--- src/rtl/core/lne_pkg.sv ---
`default_nettype none
package lne_pkg;

  // Name store geometry
  localparam int NAME_MAX = 16;
  localparam int IDX_W    = (NAME_MAX > 1) ? $clog2(NAME_MAX) : 1;
  localparam int CNT_W    = $clog2(NAME_MAX + 1);

  // Command queue between front and back
  localparam int QDEPTH  = 2;
  localparam int QPTR_W  = (QDEPTH > 1) ? $clog2(QDEPTH) : 1;
  localparam int QCNT_W  = $clog2(QDEPTH + 1);

  // Field widths
  localparam int CHAR_W  = 7;
  localparam int BYTE_W  = 8;
  localparam int KIND_W  = 3;
  localparam int LEN_W   = 5;
  localparam int SECS_W  = 8;
  localparam int CIDX_W  = 3;

  // Characters
  localparam logic [CHAR_W-1:0] CH_NUL = 7'h00;
  localparam logic [CHAR_W-1:0] CH_LF  = 7'h0A;
  localparam logic [CHAR_W-1:0] CH_CR  = 7'h0D;
  localparam logic [CHAR_W-1:0] CH_UA  = 7'h41;
  localparam logic [CHAR_W-1:0] CH_UZ  = 7'h5A;
  localparam logic [CHAR_W-1:0] CH_LA  = 7'h61;
  localparam logic [CHAR_W-1:0] CH_LZ  = 7'h7A;
  localparam logic [CHAR_W-1:0] CASE_OFS = 7'h20;

  // Result kinds
  localparam logic [KIND_W-1:0] K_ECHO    = 3'd0;
  localparam logic [KIND_W-1:0] K_CHAR    = 3'd1;
  localparam logic [KIND_W-1:0] K_DONE    = 3'd2;
  localparam logic [KIND_W-1:0] K_NULL    = 3'd3;
  localparam logic [KIND_W-1:0] K_EOT     = 3'd4;
  localparam logic [KIND_W-1:0] K_TIMEOUT = 3'd5;

  // Configuration register indexes
  localparam logic [CIDX_W-1:0] CFG_ERASE    = 3'd0;
  localparam logic [CIDX_W-1:0] CFG_KILL     = 3'd1;
  localparam logic [CIDX_W-1:0] CFG_EOT      = 3'd2;
  localparam logic [CIDX_W-1:0] CFG_TMO_EN   = 3'd3;
  localparam logic [CIDX_W-1:0] CFG_TMO_SECS = 3'd4;

  typedef enum logic [1:0] {
    ACT_START = 2'd0,
    ACT_BYTE  = 2'd1,
    ACT_TICK  = 2'd2
  } action_t;

  typedef struct packed {
    logic [CHAR_W-1:0] erase_char;
    logic [CHAR_W-1:0] kill_char;
    logic [CHAR_W-1:0] eot_char;
    logic              tmo_en;
    logic [SECS_W-1:0] tmo_secs;
  } cfg_t;

  typedef struct packed {
    action_t           action;
    logic [BYTE_W-1:0] raw;
    logic [CHAR_W-1:0] ch;
    logic              is_null;
    logic              is_eot;
    logic              is_lower;
    logic              is_upper;
    logic              is_erase;
    logic              is_kill;
    logic              is_cr;
    logic              is_lf;
  } cmd_t;

  typedef struct packed {
    logic full;
    logic empty;
  } q_stat_t;

endpackage
`default_nettype wire

--- src/rtl/core/lne_channels.sv ---
`default_nettype none
interface lne_in_if;
  logic                     valid;
  logic                     ready;
  logic [1:0]               action;
  logic [lne_pkg::BYTE_W-1:0] rx_byte;

  modport source (output valid, action, rx_byte, input ready);
  modport sink   (input valid, action, rx_byte, output ready);
endinterface

interface lne_out_if;
  logic                       valid;
  logic                       ready;
  logic [lne_pkg::KIND_W-1:0] kind;
  logic [lne_pkg::BYTE_W-1:0] data_byte;
  logic [lne_pkg::LEN_W-1:0]  name_length;
  logic                       cr_mode;
  logic                       saw_upper;
  logic                       saw_lower;
  logic                       last;

  modport source (output valid, kind, data_byte, name_length, cr_mode, saw_upper,
                  saw_lower, last, input ready);
  modport sink   (input valid, kind, data_byte, name_length, cr_mode, saw_upper,
                  saw_lower, last, output ready);
endinterface
`default_nettype wire

--- src/rtl/core/lne_front.sv ---
`default_nettype none
module lne_front (
  lne_in_if.sink          in_ch,
  input  lne_pkg::cfg_t   cfg,
  input  logic            q_full,
  output logic            push,
  output lne_pkg::cmd_t   push_cmd
);

  logic [lne_pkg::CHAR_W-1:0] c;
  logic                       letter;
  logic                       known;

  assign in_ch.ready = !q_full;
  assign c = in_ch.rx_byte[lne_pkg::CHAR_W-1:0];

  // Drop unused action codes here; they never reach the back end
  assign known = (in_ch.action == lne_pkg::ACT_START) ||
                 (in_ch.action == lne_pkg::ACT_BYTE) ||
                 (in_ch.action == lne_pkg::ACT_TICK);
  assign push  = in_ch.valid && !q_full && known;

  always_comb begin
    push_cmd          = '0;
    push_cmd.action   = lne_pkg::action_t'(in_ch.action);
    push_cmd.raw      = in_ch.rx_byte;
    push_cmd.is_lower = (c >= lne_pkg::CH_LA) && (c <= lne_pkg::CH_LZ);
    push_cmd.is_upper = (c >= lne_pkg::CH_UA) && (c <= lne_pkg::CH_UZ);
    letter            = push_cmd.is_lower || push_cmd.is_upper;
    push_cmd.ch       = push_cmd.is_upper ? c + lne_pkg::CASE_OFS : c;
    push_cmd.is_null  = (c == lne_pkg::CH_NUL);
    push_cmd.is_eot   = !push_cmd.is_null && (c == cfg.eot_char);
    // Letters win over erase, erase wins over kill
    push_cmd.is_erase = !letter && (c == cfg.erase_char);
    push_cmd.is_kill  = !letter && !push_cmd.is_erase && (c == cfg.kill_char);
    push_cmd.is_cr    = (c == lne_pkg::CH_CR);
    push_cmd.is_lf    = (c == lne_pkg::CH_LF);
  end

endmodule
`default_nettype wire

--- src/rtl/core/lne_queue.sv ---
`default_nettype none
module lne_queue (
  input  logic              clk,
  input  logic              rst,
  input  logic              push,
  input  lne_pkg::cmd_t     push_cmd,
  input  logic              pop,
  output lne_pkg::cmd_t     head,
  output lne_pkg::q_stat_t  stat
);

  lne_pkg::cmd_t                slots [lne_pkg::QDEPTH];
  logic [lne_pkg::QPTR_W-1:0]   wr_ptr;
  logic [lne_pkg::QPTR_W-1:0]   rd_ptr;
  logic [lne_pkg::QCNT_W-1:0]   fill;
  logic                         do_push;
  logic                         do_pop;

  function automatic logic [lne_pkg::QPTR_W-1:0] bump(input logic [lne_pkg::QPTR_W-1:0] p);
    return (p == lne_pkg::QPTR_W'(lne_pkg::QDEPTH - 1)) ? '0 : p + 1'b1;
  endfunction

  assign stat.full  = (fill == lne_pkg::QCNT_W'(lne_pkg::QDEPTH));
  assign stat.empty = (fill == '0);
  assign do_push    = push && !stat.full;
  assign do_pop     = pop && !stat.empty;
  assign head       = slots[rd_ptr];

  always_ff @(posedge clk) begin
    if (do_push) begin
      slots[wr_ptr] <= push_cmd;
    end
  end

  always_ff @(posedge clk) begin
    if (rst) begin
      wr_ptr <= '0;
      rd_ptr <= '0;
      fill   <= '0;
    end else begin
      if (do_push) begin
        wr_ptr <= bump(wr_ptr);
      end
      if (do_pop) begin
        rd_ptr <= bump(rd_ptr);
      end
      case ({do_push, do_pop})
        2'b10:   fill <= fill + 1'b1;
        2'b01:   fill <= fill - 1'b1;
        default: fill <= fill;
      endcase
    end
  end

endmodule
`default_nettype wire

--- src/rtl/core/lne_back.sv ---
`default_nettype none
module lne_back (
  input  logic            clk,
  input  logic            rst,
  input  lne_pkg::cfg_t   cfg,
  input  lne_pkg::cmd_t   head,
  input  logic            head_valid,
  output logic            pop,
  lne_out_if.source       out_ch
);

  typedef enum logic [5:0] {
    S_IDLE   = 6'b000001,
    S_ECHO   = 6'b000010,
    S_END    = 6'b000100,
    S_CHARS  = 6'b001000,
    S_DONE   = 6'b010000,
    S_SINGLE = 6'b100000
  } state_t;

  typedef struct packed {
    logic [lne_pkg::KIND_W-1:0] kind;
    logic [lne_pkg::BYTE_W-1:0] data_byte;
    logic [lne_pkg::LEN_W-1:0]  name_length;
    logic                       cr_mode;
    logic                       saw_upper;
    logic                       saw_lower;
    logic                       last;
  } res_t;

  logic [lne_pkg::CHAR_W-1:0] name_store [lne_pkg::NAME_MAX];
  logic [lne_pkg::CHAR_W-1:0] rd_data;

  state_t                     state, state_next;
  logic                       active, active_next;
  logic                       armed, armed_next;
  logic [lne_pkg::SECS_W-1:0] secs, secs_next, secs_inc;
  logic [lne_pkg::CNT_W-1:0]  count, count_next;
  logic                       up, up_next;
  logic                       lo, lo_next;
  logic                       by_cr, by_cr_next;
  logic                       do_cpl, do_cpl_next;
  logic [lne_pkg::BYTE_W-1:0] echo_byte, echo_byte_next;
  logic [lne_pkg::KIND_W-1:0] single_kind, single_kind_next;
  logic [lne_pkg::CNT_W-1:0]  idx, idx_next;
  logic                       out_valid, out_valid_next;
  res_t                       res, res_next;
  logic                       out_free;
  logic                       store_we;
  logic                       keep;

  assign out_free = !out_valid || out_ch.ready;
  assign pop      = (state == S_IDLE) && head_valid;

  assign out_ch.valid       = out_valid;
  assign out_ch.kind        = res.kind;
  assign out_ch.data_byte   = res.data_byte;
  assign out_ch.name_length = res.name_length;
  assign out_ch.cr_mode     = res.cr_mode;
  assign out_ch.saw_upper   = res.saw_upper;
  assign out_ch.saw_lower   = res.saw_lower;
  assign out_ch.last        = res.last;

  always_comb begin
    state_next       = state;
    active_next      = active;
    armed_next       = armed;
    secs_next        = secs;
    count_next       = count;
    up_next          = up;
    lo_next          = lo;
    by_cr_next       = by_cr;
    do_cpl_next      = do_cpl;
    echo_byte_next   = echo_byte;
    single_kind_next = single_kind;
    idx_next         = idx;
    out_valid_next   = out_valid && !out_ch.ready;
    res_next         = res;
    store_we         = 1'b0;
    keep             = 1'b0;
    secs_inc         = (secs == '1) ? secs : secs + 1'b1;

    unique case (state)
      S_IDLE: begin
        if (pop) begin
          case (head.action)
            lne_pkg::ACT_START: begin
              count_next  = '0;
              up_next     = 1'b0;
              lo_next     = 1'b0;
              active_next = 1'b1;
              armed_next  = cfg.tmo_en;
              secs_next   = '0;
            end
            lne_pkg::ACT_TICK: begin
              if (active && armed) begin
                secs_next = secs_inc;
                if (secs_inc >= cfg.tmo_secs) begin
                  single_kind_next = lne_pkg::K_TIMEOUT;
                  state_next       = S_SINGLE;
                  active_next      = 1'b0;
                  armed_next       = 1'b0;
                end
              end
            end
            lne_pkg::ACT_BYTE: begin
              if (active) begin
                if (head.is_null || head.is_eot) begin
                  single_kind_next = head.is_null ? lne_pkg::K_NULL : lne_pkg::K_EOT;
                  state_next       = S_SINGLE;
                  active_next      = 1'b0;
                  armed_next       = 1'b0;
                end else begin
                  echo_byte_next = head.raw;
                  state_next     = S_ECHO;
                  do_cpl_next    = 1'b0;
                  keep           = !head.is_erase && !head.is_kill;
                  if (head.is_lower) begin
                    lo_next = 1'b1;
                  end
                  if (head.is_upper) begin
                    up_next = 1'b1;
                  end
                  if (head.is_erase && (count != '0)) begin
                    count_next = count - 1'b1;
                  end
                  if (head.is_kill) begin
                    count_next = '0;
                  end
                  if (head.is_cr || head.is_lf) begin
                    do_cpl_next = 1'b1;
                    by_cr_next  = head.is_cr;
                  end else if (keep) begin
                    if (count >= lne_pkg::CNT_W'(lne_pkg::NAME_MAX)) begin
                      do_cpl_next = 1'b1;
                      by_cr_next  = 1'b0;
                    end else begin
                      store_we   = 1'b1;
                      count_next = count + 1'b1;
                    end
                  end
                  if (do_cpl_next) begin
                    active_next = 1'b0;
                    armed_next  = 1'b0;
                  end
                end
              end
            end
            default: ;
          endcase
        end
      end
      S_ECHO: begin
        if (out_free) begin
          out_valid_next     = 1'b1;
          res_next           = '0;
          res_next.kind      = lne_pkg::K_ECHO;
          res_next.data_byte = echo_byte;
          res_next.last      = !do_cpl;
          state_next         = do_cpl ? S_END : S_IDLE;
        end
      end
      S_END: begin
        if (out_free) begin
          out_valid_next     = 1'b1;
          res_next           = '0;
          res_next.kind      = lne_pkg::K_ECHO;
          res_next.data_byte = {1'b0, by_cr ? lne_pkg::CH_LF : lne_pkg::CH_CR};
          idx_next           = '0;
          state_next         = (count == '0) ? S_DONE : S_CHARS;
        end
      end
      S_CHARS: begin
        if (out_free) begin
          out_valid_next     = 1'b1;
          res_next           = '0;
          res_next.kind      = lne_pkg::K_CHAR;
          res_next.data_byte = {1'b0, rd_data};
          idx_next           = idx + 1'b1;
          if (idx_next == count) begin
            state_next = S_DONE;
          end
        end
      end
      S_DONE: begin
        if (out_free) begin
          out_valid_next       = 1'b1;
          res_next             = '0;
          res_next.kind        = lne_pkg::K_DONE;
          res_next.name_length = lne_pkg::LEN_W'(count);
          res_next.cr_mode     = by_cr;
          res_next.saw_upper   = up;
          res_next.saw_lower   = lo;
          res_next.last        = 1'b1;
          state_next           = S_IDLE;
        end
      end
      S_SINGLE: begin
        if (out_free) begin
          out_valid_next = 1'b1;
          res_next       = '0;
          res_next.kind  = single_kind;
          res_next.last  = 1'b1;
          state_next     = S_IDLE;
        end
      end
      default: state_next = S_IDLE;
    endcase
  end

  // Name store: one write port at the fill count, one registered read port
  always_ff @(posedge clk) begin
    if (store_we) begin
      name_store[count[lne_pkg::IDX_W-1:0]] <= head.ch;
    end
    rd_data <= name_store[idx_next[lne_pkg::IDX_W-1:0]];
  end

  always_ff @(posedge clk) begin
    if (rst) begin
      state     <= S_IDLE;
      active    <= 1'b0;
      armed     <= 1'b0;
      secs      <= '0;
      count     <= '0;
      up        <= 1'b0;
      lo        <= 1'b0;
      do_cpl    <= 1'b0;
      out_valid <= 1'b0;
    end else begin
      state     <= state_next;
      active    <= active_next;
      armed     <= armed_next;
      secs      <= secs_next;
      count     <= count_next;
      up        <= up_next;
      lo        <= lo_next;
      do_cpl    <= do_cpl_next;
      out_valid <= out_valid_next;
    end
  end

  always_ff @(posedge clk) begin
    by_cr       <= by_cr_next;
    echo_byte   <= echo_byte_next;
    single_kind <= single_kind_next;
    idx         <= idx_next;
    res         <= res_next;
  end

endmodule
`default_nettype wire

--- src/rtl/core/login_name_line_editor_core.sv ---
`default_nettype none
// A word accepted into the command queue is popped by the back end once it is idle.
// Results are registered and sent one at a time, holding while the output stalls; a
//   line completion gives echo, line end, name characters, done; else one result or none.
// A two-entry command queue lets the front accept while the back end streams a name.
// Reset (rst, synchronous): session idle, queue and output empty, config to defaults;
//   the name store is not cleared and is only read below the fill count.
module login_name_line_editor_core (
  input  logic                        clk,
  input  logic                        rst,
  lne_in_if.sink                      in_ch,
  lne_out_if.source                   out_ch,
  input  logic                        cfg_we,
  input  logic [lne_pkg::CIDX_W-1:0]  cfg_index,
  input  logic [lne_pkg::SECS_W-1:0]  cfg_data
);

  lne_pkg::cfg_t     cfg;
  lne_pkg::cmd_t     push_cmd;
  lne_pkg::cmd_t     head;
  lne_pkg::q_stat_t  q_stat;
  logic              push;
  logic              pop;

  // Configuration registers; the user must write them only while the block is idle (not enforced)
  always_ff @(posedge clk) begin
    if (rst) begin
      cfg.erase_char <= 7'd35;
      cfg.kill_char  <= 7'd64;
      cfg.eot_char   <= 7'd4;
      cfg.tmo_en     <= 1'b0;
      cfg.tmo_secs   <= 8'd60;
    end else if (cfg_we) begin
      unique case (cfg_index)
        lne_pkg::CFG_ERASE:    cfg.erase_char <= cfg_data[lne_pkg::CHAR_W-1:0];
        lne_pkg::CFG_KILL:     cfg.kill_char  <= cfg_data[lne_pkg::CHAR_W-1:0];
        lne_pkg::CFG_EOT:      cfg.eot_char   <= cfg_data[lne_pkg::CHAR_W-1:0];
        lne_pkg::CFG_TMO_EN:   cfg.tmo_en     <= cfg_data[0];
        lne_pkg::CFG_TMO_SECS: cfg.tmo_secs   <= cfg_data;
        default: ;
      endcase
    end
  end

  // Front: accept words, fold case and flag special characters
  lne_front u_front (
    .in_ch    (in_ch),
    .cfg      (cfg),
    .q_full   (q_stat.full),
    .push     (push),
    .push_cmd (push_cmd)
  );

  // Hold classified commands until the back end is free
  lne_queue u_queue (
    .clk      (clk),
    .rst      (rst),
    .push     (push),
    .push_cmd (push_cmd),
    .pop      (pop),
    .head     (head),
    .stat     (q_stat)
  );

  // Back: keep the session state, edit the name store, stream results
  lne_back u_back (
    .clk        (clk),
    .rst        (rst),
    .cfg        (cfg),
    .head       (head),
    .head_valid (!q_stat.empty),
    .pop        (pop),
    .out_ch     (out_ch)
  );

  // Queue cannot be full and empty at once
  a_q_stat: assert property (@(posedge clk) disable iff (rst)
    !(q_stat.full && q_stat.empty))
    else $error("queue status inconsistent");

  // Session-ending results are always the final word of their input
  a_end_last: assert property (@(posedge clk) disable iff (rst)
    (out_ch.valid && (out_ch.kind == lne_pkg::K_NULL || out_ch.kind == lne_pkg::K_EOT ||
     out_ch.kind == lne_pkg::K_TIMEOUT || out_ch.kind == lne_pkg::K_DONE)) |-> out_ch.last)
    else $error("terminal result without last");

  // Streamed name characters are 7-bit and already folded to lowercase
  a_char_folded: assert property (@(posedge clk) disable iff (rst)
    (out_ch.valid && out_ch.kind == lne_pkg::K_CHAR) |->
    (!out_ch.data_byte[7] && !out_ch.last &&
     !(out_ch.data_byte[6:0] >= lne_pkg::CH_UA && out_ch.data_byte[6:0] <= lne_pkg::CH_UZ)))
    else $error("name character not folded");

  // No word is taken while the queue is full
  a_no_push_full: assert property (@(posedge clk) disable iff (rst)
    q_stat.full |-> !push)
    else $error("push into full queue");

endmodule
`default_nettype wire
--- src/flat_wrapper.sv ---
// flat-port wrapper written by rule: the top's interface ports become plain ports
module login_name_line_editor_core_flat 
  (clk, rst, cfg_we, cfg_index, cfg_data, in_ch_valid, in_ch_action, in_ch_rx_byte, in_ch_ready, out_ch_valid, out_ch_kind, out_ch_data_byte, out_ch_name_length, out_ch_cr_mode, out_ch_saw_upper, out_ch_saw_lower, out_ch_last, out_ch_ready);
  lne_in_if in_ch_i ();
  lne_out_if out_ch_i ();
  input  logic clk;
  input  logic rst;
  input  logic cfg_we;
  input  logic [lne_pkg::CIDX_W-1:0] cfg_index;
  input  logic [lne_pkg::SECS_W-1:0] cfg_data;
  input wire logic [$bits(in_ch_i.valid)-1:0] in_ch_valid;
  input wire logic [$bits(in_ch_i.action)-1:0] in_ch_action;
  input wire logic [$bits(in_ch_i.rx_byte)-1:0] in_ch_rx_byte;
  output wire logic [$bits(in_ch_i.ready)-1:0] in_ch_ready;
  output wire logic [$bits(out_ch_i.valid)-1:0] out_ch_valid;
  output wire logic [$bits(out_ch_i.kind)-1:0] out_ch_kind;
  output wire logic [$bits(out_ch_i.data_byte)-1:0] out_ch_data_byte;
  output wire logic [$bits(out_ch_i.name_length)-1:0] out_ch_name_length;
  output wire logic [$bits(out_ch_i.cr_mode)-1:0] out_ch_cr_mode;
  output wire logic [$bits(out_ch_i.saw_upper)-1:0] out_ch_saw_upper;
  output wire logic [$bits(out_ch_i.saw_lower)-1:0] out_ch_saw_lower;
  output wire logic [$bits(out_ch_i.last)-1:0] out_ch_last;
  input wire logic [$bits(out_ch_i.ready)-1:0] out_ch_ready;
  assign in_ch_i.valid = in_ch_valid;
  assign in_ch_i.action = in_ch_action;
  assign in_ch_i.rx_byte = in_ch_rx_byte;
  assign in_ch_ready = in_ch_i.ready;
  assign out_ch_valid = out_ch_i.valid;
  assign out_ch_kind = out_ch_i.kind;
  assign out_ch_data_byte = out_ch_i.data_byte;
  assign out_ch_name_length = out_ch_i.name_length;
  assign out_ch_cr_mode = out_ch_i.cr_mode;
  assign out_ch_saw_upper = out_ch_i.saw_upper;
  assign out_ch_saw_lower = out_ch_i.saw_lower;
  assign out_ch_last = out_ch_i.last;
  assign out_ch_i.ready = out_ch_ready;
  login_name_line_editor_core u_core (.clk(clk), .rst(rst), .in_ch(in_ch_i), .out_ch(out_ch_i), .cfg_we(cfg_we), .cfg_index(cfg_index), .cfg_data(cfg_data));
endmodule
--- config.mk ---
export PLATFORM = sky130hd
export DESIGN_NAME = login_name_line_editor_core_flat
export DESIGN_NICKNAME = d
export VERILOG_FILES = /design/src/rtl/core/lne_pkg.sv /design/src/rtl/core/lne_channels.sv /design/src/rtl/core/lne_front.sv /design/src/rtl/core/lne_queue.sv /design/src/rtl/core/lne_back.sv /design/src/rtl/core/login_name_line_editor_core.sv /design/src/flat_wrapper.sv
export SDC_FILE = /design/constraint.sdc
export NUM_CORES = 1
export LEC_CHECK = 0
export ABC_CLOCK_PERIOD_IN_PS = 7870
export BUFFER_PORTS_ARGS = -buffer_cell sky130_fd_sc_hd__buf_4
export CAP_MARGIN = 20
export CORE_UTILIZATION = 61
export DETAILED_ROUTE_END_ITERATION = 10
export PLACE_DENSITY_LB_ADDON = 0.05
export SLEW_MARGIN = 20
export SYNTH_ARGS = -nofsm -noshare
export SYNTH_HDL_FRONTEND = slang
export SYNTH_SLANG_ARGS = --single-unit
--- constraint.sdc ---
create_clock -name clk -period 7.87 [get_ports clk]
set_clock_uncertainty 0.1 [all_clocks]
set_input_delay 0.3935 -clock clk [delete_from_list [all_inputs] [get_ports clk]]
set_output_delay 0.3935 -clock clk [all_outputs]
set_load 0.01 [all_outputs]
==> impl_metrics.toml <==
[place]
globalplace.congestion = 0.897
placed_area_um2 = 11900
dpl.cell_count = 1180
io_buffers = 47
dp_hpwl_um = 17400

[clock_tree]
cts_buffers = 26
clockBufferDepth = 3
cts.clk_slew.worst_paths_ns = 0.06
cts_max_level = 1
cts_setup_buffers = 0
tritoncts = "yes"
clk_latency_ns = 0.52
cts_root_buf = "clkbuf_16"
cts_sinks = 256

[final_layout]
area_delta_synth_final_pct = 12.2
antenna_cells = 0
fin_area_um2 = 12700
drive_gt1_share_pct = 11.7
multi_input_area_um2 = 4100
seqCellArea_um2 = 6980
nFillCells = 1250
fin_nets = 1031
finalNonFillerCells = 1229

[yosys]
synth_top_family_by_area = "simple AND/OR/NAND/NOR gates"
yosys_warnings = 0
synth_nets = 997
synth_compound_area_share_pct = 11.2
synthSimpleGateAreaFrac_pct = 14.9
synthXorXnorAreaFrac_pct = 3.24
synth_area_um2 = 11400
ys.flop_type = "edfxtp_1"
synth-edff-count = 185
synthArstFlopShare_pct = 0
synthAdderAreaFrac_pct = 2.53
ys_ff_latch = 256
synthCells = 948
synth-seq-area-share_pct = 61.4
synthMuxAreaShare_pct = 4.02
synth_area_per_cell_um2 = 12.0
ys_types = 77

[power]
power.density_nw_per_um2 = 254
ir_drop_v = 0.000181
p_sw_share_pct = 25.2
comb_power_share_pct = 13.9
p_leak_nw = 4.47
pwr-share-seq_pct = 49.0
clockPowerShare_pct = 37.1
p_int_mw = 2.42
switchingPower_uw = 815

[global_route]
grt_use_total_pct = 27.1
grt_start_max_net_pins = 51
grt_antenna_before_repair = 0
grt_pass1_wl_um = 40600
grt_pass1_vias = 7418
grt_overflow_total = 0

[timing]
fin_tns_setup_ns = 0
slew_violations = 0
rsz0062_at_grt = "no"
slew_headroom_pct = 38.8
hold_violations = 0
period_share_pct = 46.6
min_period_ns = 3.67
tightest_slew_ns = 0.914
finalSetupViolCount = 0
clock.fmax_mhz = 273
hold_slack_ns = 0.0309

[die]
chipHeight_um = 138
die_w_um = 138
core.rowCount = 49
core-area_um2 = 18100
die-area_um2 = 19200
start_util_pct = 62.8
io_pins = 48

[critical_path]
critPathRequiredTime_ns = 8.21
r2r-start = "u_core.u_back.secs[0]"
worst_setup_path_end_kind = "flip-flop"
worstPathArrival_ns = 4.01
critPathKind = "reg2reg"
critPathLaunchType = "flip-flop"
worst-path-max-fanout = 8
cp-startpoint = "u_core.u_back.secs[0]"

[min_path]
hold_path.class = "in2reg"
worstHoldStart = "cfg_data[7]"

[routing]
ant_nets = 0
routed_via_density = 6.29
route.detailed.drc = 9
drtIter0Drc = 686
wl_per_cell_um = 20.6
drt-total-wl_um = 25300
dr.pass1.iters = 8
vias = 7735

[run]
drv_cap = 0

[status]
violations = "DRC"
status = "complete, but fails checks"
[power groups by stage]
stage | clock network [mW] | registers (mW) | logic (mW)
finish | 1.20 | 1.59 | 0.449
global route | 1.26 | 1.59 | 0.492
CTS | 1.22 | 1.59 | 0.443
detailed placement | 0 | 1.62 | 0.438
global placement | 0 | 1.61 | 0.429
floorplan | 0 | 1.60 | 0.321
[state kept, by name, indices dropped and copies added, names as in the netlist, 3 cells and up, named ones only]
name	cells
u_core.u_back.state	6
u_core.u_back.rd_data	7
u_core.u_back.count	5
u_core.u_back.secs	8
u_core.u_back.out_ch.name_length	5
u_core.cfg	30
u_core.u_back.single_kind	3
u_core.u_back.out_ch.kind	3
u_core.u_back.out_ch.data_byte	8
u_core.u_back.idx	5
u_core.u_back.echo_byte	8
u_core.u_back.name_store	112
u_core.u_queue.slots	40
[cell families after synthesis]
group,Yosys count
buffers and inverters,74
DFF,256
AOI/OAI and AO/OA,174
adders and majority gates,23
xor gates and xnor gates,42
muxes,44
and+or+nand+nor,335
[critical path: stages, from the launching register on]
cell and delay (ns):
dfxtp_1 0.39, ha_1 0.18, and2_1 0.20, nand3_1 0.24
xnor2_1 0.28, ha_1 0.26, nand2b_1 0.13, a2111oi_0 0.40
o21ai_0 0.34, o311ai_1 0.69, o21ai_0 0.20, a21oi_1 0.18
[cells in the mapped netlist (all sizes together) (15+ instances only)]
cell	count	area share (%)
buf	20	0.94
ha	23	2.5
nand2	104	3.4
nand3	18	0.79
a311oi	22	1.7
nor2	72	2.4
mux2i	31	2.7
clkbuf	31	1.0
o21ai	18	0.79
edfxtp	185	49
dfxtp	71	13
and3	34	1.9
a211oi	36	2.4
nor3	18	0.88
xnor2	28	2.2
inv	22	0.73
and2	15	0.83
a21oi	39	1.7
[through the flow]
step | utilization [%] | worst slack, ns | power, mW
after floorplan | - | 4.80 | 1.92
after global placement | 65.5 | 4.18 | 2.04
after detailed placement | 65.7 | 4.10 | 2.05
after CTS | 70.5 | 4.24 | 3.25
after global routing | 70.5 | 3.74 | 3.35
final | 70.5 | 4.21 | 3.24
[layout make-up]
cell class	count	share of cell area (%)
Clock buffer	35	5.78
Clock inverter	11	0.795
Inverter	23	0.678
Multi-Input combinational cell	618	32.2
Sequential cell	256	54.8
Tap cell	229	2.25
Timing Repair Buffer	57	3.57
[path summary, 6_finish.rpt]
path	endpoint	cells past startpoint	slack [ns]
max	u_core.u_back.state[3]	11	4.21
min	u_core.cfg[7]	3	0.03
max reg2reg	u_core.u_back.state[3]	11	4.21
min reg2reg	u_core.cfg[6]	2	0.37
[placed cells by master, fill, tap and decap left out, types with 21 or more instances in the layout]
| cell type | netlist | layout |
|---|---|---|
| a311oi_1 | 22 | 22 |
| dfxtp_1 | 71 | 71 |
| nand2_1 | 104 | 104 |
| edfxtp_1 | 185 | 185 |
| and3_1 | 34 | 34 |
| ha_1 | 23 | 23 |
| a211oi_1 | 36 | 36 |
| buf_4 | 1 | 53 |
| xnor2_1 | 28 | 28 |
| a21oi_1 | 39 | 39 |
| mux2i_1 | 31 | 31 |
| clkbuf_16 | 0 | 28 |
| inv_1 | 21 | 21 |
| nor2_1 | 72 | 72 |
[layer usage]
layer | global-route usage [%] | routed length [um]
met5 | 0 | 0
met4 | 6.62 | 527
met3 | 3.74 | 1630
met2 | 42.1 | 11600
met1 | 40.4 | 11500
[timing repair]
action	CTS	global route
endpoints found under the hold margin	6	0
resized for setup	0	0
hold buffers	3	0
Note: power is estimated with default switching activity, not from simulation.
